[config.mk]
export PLATFORM = sky130hd
export DESIGN_NAME = gsn_ctrl
export DESIGN_NICKNAME = d
export VERILOG_FILES = /design/src/hdl/gsn_pkg.sv /design/src/hdl/gsn_ctrl.sv
export SDC_FILE = /design/constraint.sdc
export NUM_CORES = 1
export LEC_CHECK = 0
export ABC_AREA = 1
export BUFFER_PORTS_ARGS = -buffer_cell sky130_fd_sc_hd__clkbuf_2
export CAP_MARGIN = 20
export CORE_AREA = 2 2 39 41
export CTS_BUF_LIST = sky130_fd_sc_hd__clkbuf_8 sky130_fd_sc_hd__clkbuf_16
export DETAILED_ROUTE_END_ITERATION = 8
export DIE_AREA = 0 0 41 43
export GPL_TIMING_DRIVEN = 0
export MAX_ROUTING_LAYER = met4
export PLACE_DENSITY = 0.63
export SLEW_MARGIN = 5
export SYNTH_ARGS = -nofsm -noshare
export SYNTH_HDL_FRONTEND = slang
export SYNTH_SLANG_ARGS = --single-unit
export TNS_END_PERCENT = 10
[constraint.sdc]
create_clock -name clk -period 1.7 [get_ports clk]
set_input_delay 0 -clock clk [delete_from_list [all_inputs] [get_ports clk]]
set_output_delay 0 -clock clk [all_outputs]
set_load 0.01 [all_outputs]
[src/hdl/gsn_pkg.sv]
// Shared types and constants for the grid surface normal block.
// No dependencies; every other file refers to it by scoped names.
package gsn_pkg;

  localparam int COORD_W  = 16;               // vertex coordinate width
  localparam int VTX_W    = 3 * COORD_W;      // one packed vertex
  localparam int DIFF_W   = COORD_W + 1;      // exact forward difference
  localparam int PROD_W   = 2 * DIFF_W;       // one partial product
  localparam int CROSS_W  = PROD_W + 1;       // signed cross component
  localparam int MAG_W    = CROSS_W - 1;      // its magnitude
  localparam int NORM_W   = 30;               // normalized range [2^29, 2^30)
  localparam int SQ_W     = 64;               // root working width
  localparam int LEN_W    = 31;               // vector length
  localparam int REM_W    = LEN_W + 1;        // divider remainder
  localparam int Q_W      = 15;               // quotient, up to 16384
  localparam int NRM_W    = 16;               // output component width
  localparam int TILE_W   = 8;                // tiles registers and counters
  localparam int LS_DEPTH = 1 << TILE_W;      // line store entries
  localparam int STEP_W   = 4;

  localparam logic [STEP_W-1:0] MUL_LAST = STEP_W'(5);
  localparam logic [STEP_W-1:0] SQR_LAST = STEP_W'(2);
  localparam logic [STEP_W-1:0] DIV_LAST = STEP_W'(Q_W - 1);

  localparam int CFG_AW = 3;
  localparam int CFG_DW = 32;
  localparam logic REG_TILES_X = 1'b0;
  localparam logic REG_TILES_Y = 1'b1;
  localparam logic [TILE_W-1:0] TILES_RST = TILE_W'(16);

  typedef enum logic [3:0] {
    S_IDLE, S_DIFF, S_MUL, S_ABS, S_NORM, S_SQR, S_SQRT, S_DIV, S_DONE
  } gsn_state_t;

  typedef struct packed {
    logic accept;
    logic diff;
    logic mul_step;
    logic abs_step;
    logic norm_step;
    logic sqr_step;
    logic sqrt_step;
    logic div_init;
    logic div_step;
    logic load_out;
  } gsn_cmd_t;

  typedef struct packed {
    logic need;
    logic mul_last;
    logic zero;
    logic norm_done;
    logic sqr_last;
    logic sqrt_done;
    logic div_last;
    logic out_free;
  } gsn_sts_t;

endpackage

[src/hdl/gsn_ctrl.sv]
// Sequencer for the normal computation.
// Depends on gsn_pkg (state, command and status types).
module gsn_ctrl (
  input  logic                clk,
  input  logic                rst_n,
  input  logic                in_valid,
  output logic                in_ready,
  input  gsn_pkg::gsn_sts_t   sts,
  output gsn_pkg::gsn_cmd_t   cmd,
  output gsn_pkg::gsn_state_t state
);

  gsn_pkg::gsn_state_t state_r, state_nxt;

  always_ff @(posedge clk) begin
    if (!rst_n) state_r <= gsn_pkg::S_IDLE;
    else state_r <= state_nxt;
  end

  always_comb begin
    state_nxt = state_r;
    cmd       = '0;
    in_ready  = 1'b0;
    case (state_r)
      gsn_pkg::S_IDLE: begin
        in_ready = 1'b1;
        if (in_valid) begin
          cmd.accept = 1'b1;
          if (sts.need) state_nxt = gsn_pkg::S_DIFF;
        end
      end
      gsn_pkg::S_DIFF: begin
        cmd.diff  = 1'b1;
        state_nxt = gsn_pkg::S_MUL;
      end
      gsn_pkg::S_MUL: begin
        cmd.mul_step = 1'b1;
        if (sts.mul_last) state_nxt = gsn_pkg::S_ABS;
      end
      gsn_pkg::S_ABS: begin
        cmd.abs_step = 1'b1;
        state_nxt    = sts.zero ? gsn_pkg::S_DONE : gsn_pkg::S_NORM;
      end
      gsn_pkg::S_NORM: begin
        if (sts.norm_done) state_nxt = gsn_pkg::S_SQR;
        else cmd.norm_step = 1'b1;
      end
      gsn_pkg::S_SQR: begin
        cmd.sqr_step = 1'b1;
        if (sts.sqr_last) state_nxt = gsn_pkg::S_SQRT;
      end
      gsn_pkg::S_SQRT: begin
        if (sts.sqrt_done) begin
          cmd.div_init = 1'b1;
          state_nxt    = gsn_pkg::S_DIV;
        end else begin
          cmd.sqrt_step = 1'b1;
        end
      end
      gsn_pkg::S_DIV: begin
        cmd.div_step = 1'b1;
        if (sts.div_last) state_nxt = gsn_pkg::S_DONE;
      end
      gsn_pkg::S_DONE: begin
        if (sts.out_free) begin
          cmd.load_out = 1'b1;
          state_nxt    = gsn_pkg::S_IDLE;
        end
      end
      default: state_nxt = gsn_pkg::S_IDLE;
    endcase
  end

  assign state = state_r;

endmodule

==> Yosys cells after proc, flatten, opt, wreduce, memory -nomap -nowiden <==
Index checks and enable logic that the tools add are counted.
{ "word_totals": {"reg_bits": 4, "input_bits": 11, "out_inout_bits": 15, "word_cells": 44} }
{ "op_classes": {"n_eq_ne": 16, "mux": 25, "reduce_logical": 2} }
{ "ops": {"columns": ["cell", "count"], "rows": [
  ["2-to-1 mux 4 bit", 9],
  ["case mux 4 bit (9 select lines)", 1],
  ["== test 4 x 3 -> 1 bit, second input constant", 4],
  ["!= test 2 bit, second input constant", 8],
  ["2-to-1 mux 1 bit", 14],
  ["== test 4 x 2 -> 1 bit, second input constant", 2],
  ["AND reduction 8 bit", 1],
  ["== test 4 x 1 -> 1 bit, second input constant", 1],
  ["== test 4 bit, second input constant", 1],
  ["logical NOT 4 bit", 1],
  ["2-to-1 mux 2 bit", 1]
]} }

==> Logic depth before layout (Yosys ltp) <==
{ "logic_depth": {"word_depth": 3, "ltp_mapped": 9, "depth_no_buf": 9} }

==> Worst setup path after synthesis <==
No wires, ideal clock.
{ "synth_path": {"path_type": "flip-flop to flip-flop", "from": "register state_r[0] (netlist: state[0])", "to": "register state_r[2] (netlist: state[2])", "setup_ps": 114, "arrival_time_ps": 1140, "required_ps": 1586, "path_slack_ps": 446, "stages_incl_launch_ff": 10, "n_path_buf": 0, "cell_sequence": "dfxtp_1 > nand2_1 > inv_1 > nand3_1 > nand2_1 > nor2_4 > nand2_4 > nand2_1 > nand2_1 > nor2_2"} }
{ "synth_via": {"elab_chain_len": 3, "elab_cells_between_ends": 19, "cone_classes": "16 x eq/ne; 1 x mux; 2 x reduce/logical"} }
{ "synth_rtl": {"columns": ["item", "line", "rtl"], "rows": [
  ["start: declaration", "gsn_ctrl.sv:13", "gsn_pkg::gsn_state_t state_r, state_nxt;"],
  ["start signal: assignment", "gsn_ctrl.sv:16", "if (!rst_n) state_r <= gsn_pkg::S_IDLE;"],
  ["start signal: assignment", "gsn_ctrl.sv:17", "else state_r <= state_nxt;"],
  ["== test 4 x 2 -> 1 bit (tied with other cells)", "gsn_ctrl.sv:24", "case (state_r)"],
  ["!= test 2 bit (no line)", null, null],
  ["AND reduction 8 bit (no line)", null, null]
]} }
Parallel ways exist; a longest one is shown, timed or not.
A chain may end at the register's enable or synchronous reset.

==> Worst setup path in the final report <==
Ends and elaborated chain as after synthesis.

==> flow_summary.yaml <==
placed_design:
  dp_hpwl_um: 818
  detailedPlace.worstSlack_ns: 0.386
  place_inst: 114
  gpl.final_weighted_congestion: 0.781
  port_buffers: 25
worst_hold_path:
  hold_end: "state[3]$_SDFFE_PN0P_"
  timing.hold.worst_path_depth: 3
  min-delay-path-class: "in -> reg"
  hp-start: "rst_n"
synth:
  netlist-cell-type-count: 15
  mappedNetlistArea_um2: 410
  synth.top_cell.area_share: 0.195
  synth_seq_cells: 4
  synthDominantAreaCellType: "sky130_fd_sc_hd__dfxtp_1"
  yosys_warnings: 0
  syn-num-nets: 84
  synthTopCellsByArea: "sky130_fd_sc_hd__dfxtp_1, sky130_fd_sc_hd__inv_1, sky130_fd_sc_hd__nand2_1"
  synthesis.instances: 73
  synth_area_per_cell_um2: 5.62
  synth_seq_area_share: 0.195
global_route:
  first_global_vias: 381
  global_router_s_overall_resource_usage: 0.124
  grt_use_met2: 0.159
  met3_usage: 0.0157
  global_route.overflow_total: 0
  grt_max_degree: 9
  antenna_found_initial: 0
  fraction_of_met1_tracks_used_by_global_routing: 0.166
  grt_pass1_wl_um: 1450
  busiest_layer: "met1"
sta:
  finClkSkew_ns: 0.000616
  tightest_slew_ns: 0.313
  maxClockFrequency_mhz: 767
  final.setup.tns_ns: 0
  max-slew-margin-rel: 0.791
  layout_min_cycle_time_ns: 1.30
  post_route_fraction_of_the_period_consumed_by_the_critical_path: 0.767
  finalHoldViolations: 0
  rsz0062_at_grt: "no"
  setup_slack_ns: 0.396
  final_max_slew_viol_count: 0
  report.final.setup_viol: 0
die:
  fp.dieArea_um2: 1760
  rows: 14
  starting_utilization_of_the_core_area: 0.297
  die_width_um: 41
  floorplan.die.height_um: 43
  io_pins: 26
  core-area_um2: 1380
critical_path:
  timing.critical_path.cells: "nand2_1, inv_1, nand3_1, nand2_1, nor2_4, nand2_4, nand2_1, nand2_1, nor2_2"
  crit_path_frequent_cell: "sky130_fd_sc_hd__nand2_1"
  worst_flop_to_flop_path_startpoint: "state[0]$_SDFFE_PN0P_"
  slowest_delay_ns: 0.45
  critical_path.startpoint_type: "register"
  worstPathArrival_ns: 1.41
  rr_endpoint: "state[2]$_SDFFE_PN0P_"
  reg2reg_setup_slack_ns: 0.40
  required_ns: 1.81
  critical_path_class: "reg -> reg"
  crit_path_max_fanout: 8
  end_kind: "register"
  critical_path.slowest_cell: "sky130_fd_sc_hd__dfxtp_1"
  reg2regPathDepth: 9
cells_and_area:
  regArea_um2: 80.1
  antenna_cells_inserted: 0
  multi_input_area_um2: 267
  number_of_filler_cells_placed_in_the_layout: 151
  largest_reg_flops: 4
  final_cell_mix: "sky130_fd_sc_hd__clkbuf_2, sky130_fd_sc_hd__inv_1, sky130_fd_sc_hd__nand2_1, sky130_fd_sc_hd__nor2_1, sky130_fd_sc_hd__nand3_1"
  layout_cells_sized_above_1: 0.376
  finalNonFillerCells: 117
  area.growth.synth_to_final_pct: 45.4
  most_frequent_standard_cell_in_the_layout_excluding_fill_and_tap_cells: "sky130_fd_sc_hd__clkbuf_2"
  nets: 114
route:
  detailroute.via_count: 513
  drt-vias-per-instance: 4.38
  routed_wirelength_um: 946
  detail_route.wl_per_cell_um: 8.09
  detailedRoute.firstIterationViolations: 5
  drcViolationCount: 0
  iteration_count_of_the_initial_detailed_routing_pass: 3
  detail-route-antenna-nets: 0
power_and_ir_drop:
  relative_contribution_of_the_clock_network_to_total_power: 0.159
  cellInternalPower_uw: 599
  ir_drop_mv: 0.989
  pwr-share-seq: 0.183
  power_per_cell_area_nw_per_um2: 2060
  share_comb_of_total_power: 0.658
  power.share.switching: 0.512
  cellLeakagePower_nw: 0.373
  p_switching_uw: 628
clock_tree:
  clock_path_buffers: 2
  cts_tree: "done"
  cts_root_buffer: "sky130_fd_sc_hd__clkbuf_8"
  postCtsSetupBuffers: 0
  clock_sinks: 4
  post_cts_hold_buffer_count: 0
  clock_slew_at_reported_path_ffs_ns: 0.03
  cts.htree.levels: 1
  postCtsResizedCells: 0
  worst_skew_pair.late_latency_ns: 0.21
  cts_inserted_buffers: 3
job:
  number_of_maximum_capacitance_constraint_violations: 0
run_status:
  status: "completed"
## power groups by stage
stage | logic, mW | clock network (mW) | registers, mW
final | 0.807 | 0.195 | 0.224
after global routing | 0.923 | 0.203 | 0.231
after CTS | 0.821 | 0.202 | 0.226
after detailed placement | 0.818 | 0 | 0.228
after global placement | 0.814 | 0 | 0.228
after floorplan | 0.591 | 0 | 0.235
## worst max-delay path by stage
stage,from,endpoint,slack (ns),depth (start not counted)
2_1_floorplan,state[0]$_SDFFE_PN0P_,state[2]$_SDFFE_PN0P_,0.45,9
3_3_place_gp,state[0]$_SDFFE_PN0P_,state[2]$_SDFFE_PN0P_,0.38,9
3_5_place_dp,state[1]$_SDFFE_PN0P_,state[2]$_SDFFE_PN0P_,0.39,9
4_1_cts,state[1]$_SDFFE_PN0P_,state[2]$_SDFFE_PN0P_,0.38,9
5_1_grt,state[0]$_SDFFE_PN0P_,state[1]$_SDFFE_PN0P_,0.23,8
6_report,state[0]$_SDFFE_PN0P_,state[2]$_SDFFE_PN0P_,0.40,9
## critical path, delay by kind of cell, from the launching register on
family | cells | cell delay (ns)
AND/OR/NAND/NOR | 8 | 0.63
flip-flops | 1 | 0.45
buffers and inverters | 1 | 0.12
## cells by family after synthesis
| kind of cell | share of synthesized area |
|---|---|
| compound gates | 0.0396 |
| buf+inv | 0.155 |
| flops | 0.195 |
| simple gates | 0.610 |
## cells in the mapped netlist
| cell type | count |
|---|---|
| sky130_fd_sc_hd__nor2_4 | 3 |
| sky130_fd_sc_hd__nor2_1 | 13 |
| sky130_fd_sc_hd__nor2_2 | 4 |
| sky130_fd_sc_hd__dfxtp_1 | 4 |
| sky130_fd_sc_hd__a21oi_1 | 2 |
| sky130_fd_sc_hd__nand2_2 | 1 |
| sky130_fd_sc_hd__nor4_1 | 1 |
| sky130_fd_sc_hd__o22ai_1 | 1 |
| sky130_fd_sc_hd__nand3b_1 | 2 |
| sky130_fd_sc_hd__inv_1 | 16 |
| sky130_fd_sc_hd__nand2_4 | 1 |
| sky130_fd_sc_hd__nor3_1 | 4 |
| sky130_fd_sc_hd__nand2_1 | 13 |
| sky130_fd_sc_hd__inv_2 | 1 |
| sky130_fd_sc_hd__nand3_1 | 7 |
## through the flow
step | power, mW | utilization | hold WS [ns] | instance area (um2)
2_1_floorplan | 0.825 | - | 0.109 | 410
6_report | 1.23 | 0.431 | 0.0364 | 597
5_1_grt | 1.36 | 0.431 | 0.0594 | 597
3_3_place_gp | 1.04 | 0.401 | 0.260 | 556
3_5_place_dp | 1.05 | 0.401 | 0.260 | 556
4_1_cts | 1.25 | 0.431 | 0.0332 | 597
## routing by layer
layer	part of all wire	wire (um)	vias to the layer above
met3	0.060	57	2
li1	-	-	281
met1	0.48	450	216
met5	0	0	-
met2	0.44	415	14
met4	0.024	23	0
## area by class of cell
type                            instances  share of cell area
Tap cell                               16              0.0335
Multi-Input combinational cell         52               0.447
Timing Repair Buffer                   25               0.210
Clock buffer                            3              0.0692
Sequential cell                         4               0.134
Inverter                               17               0.107
(Power assumes the default switching activity.)
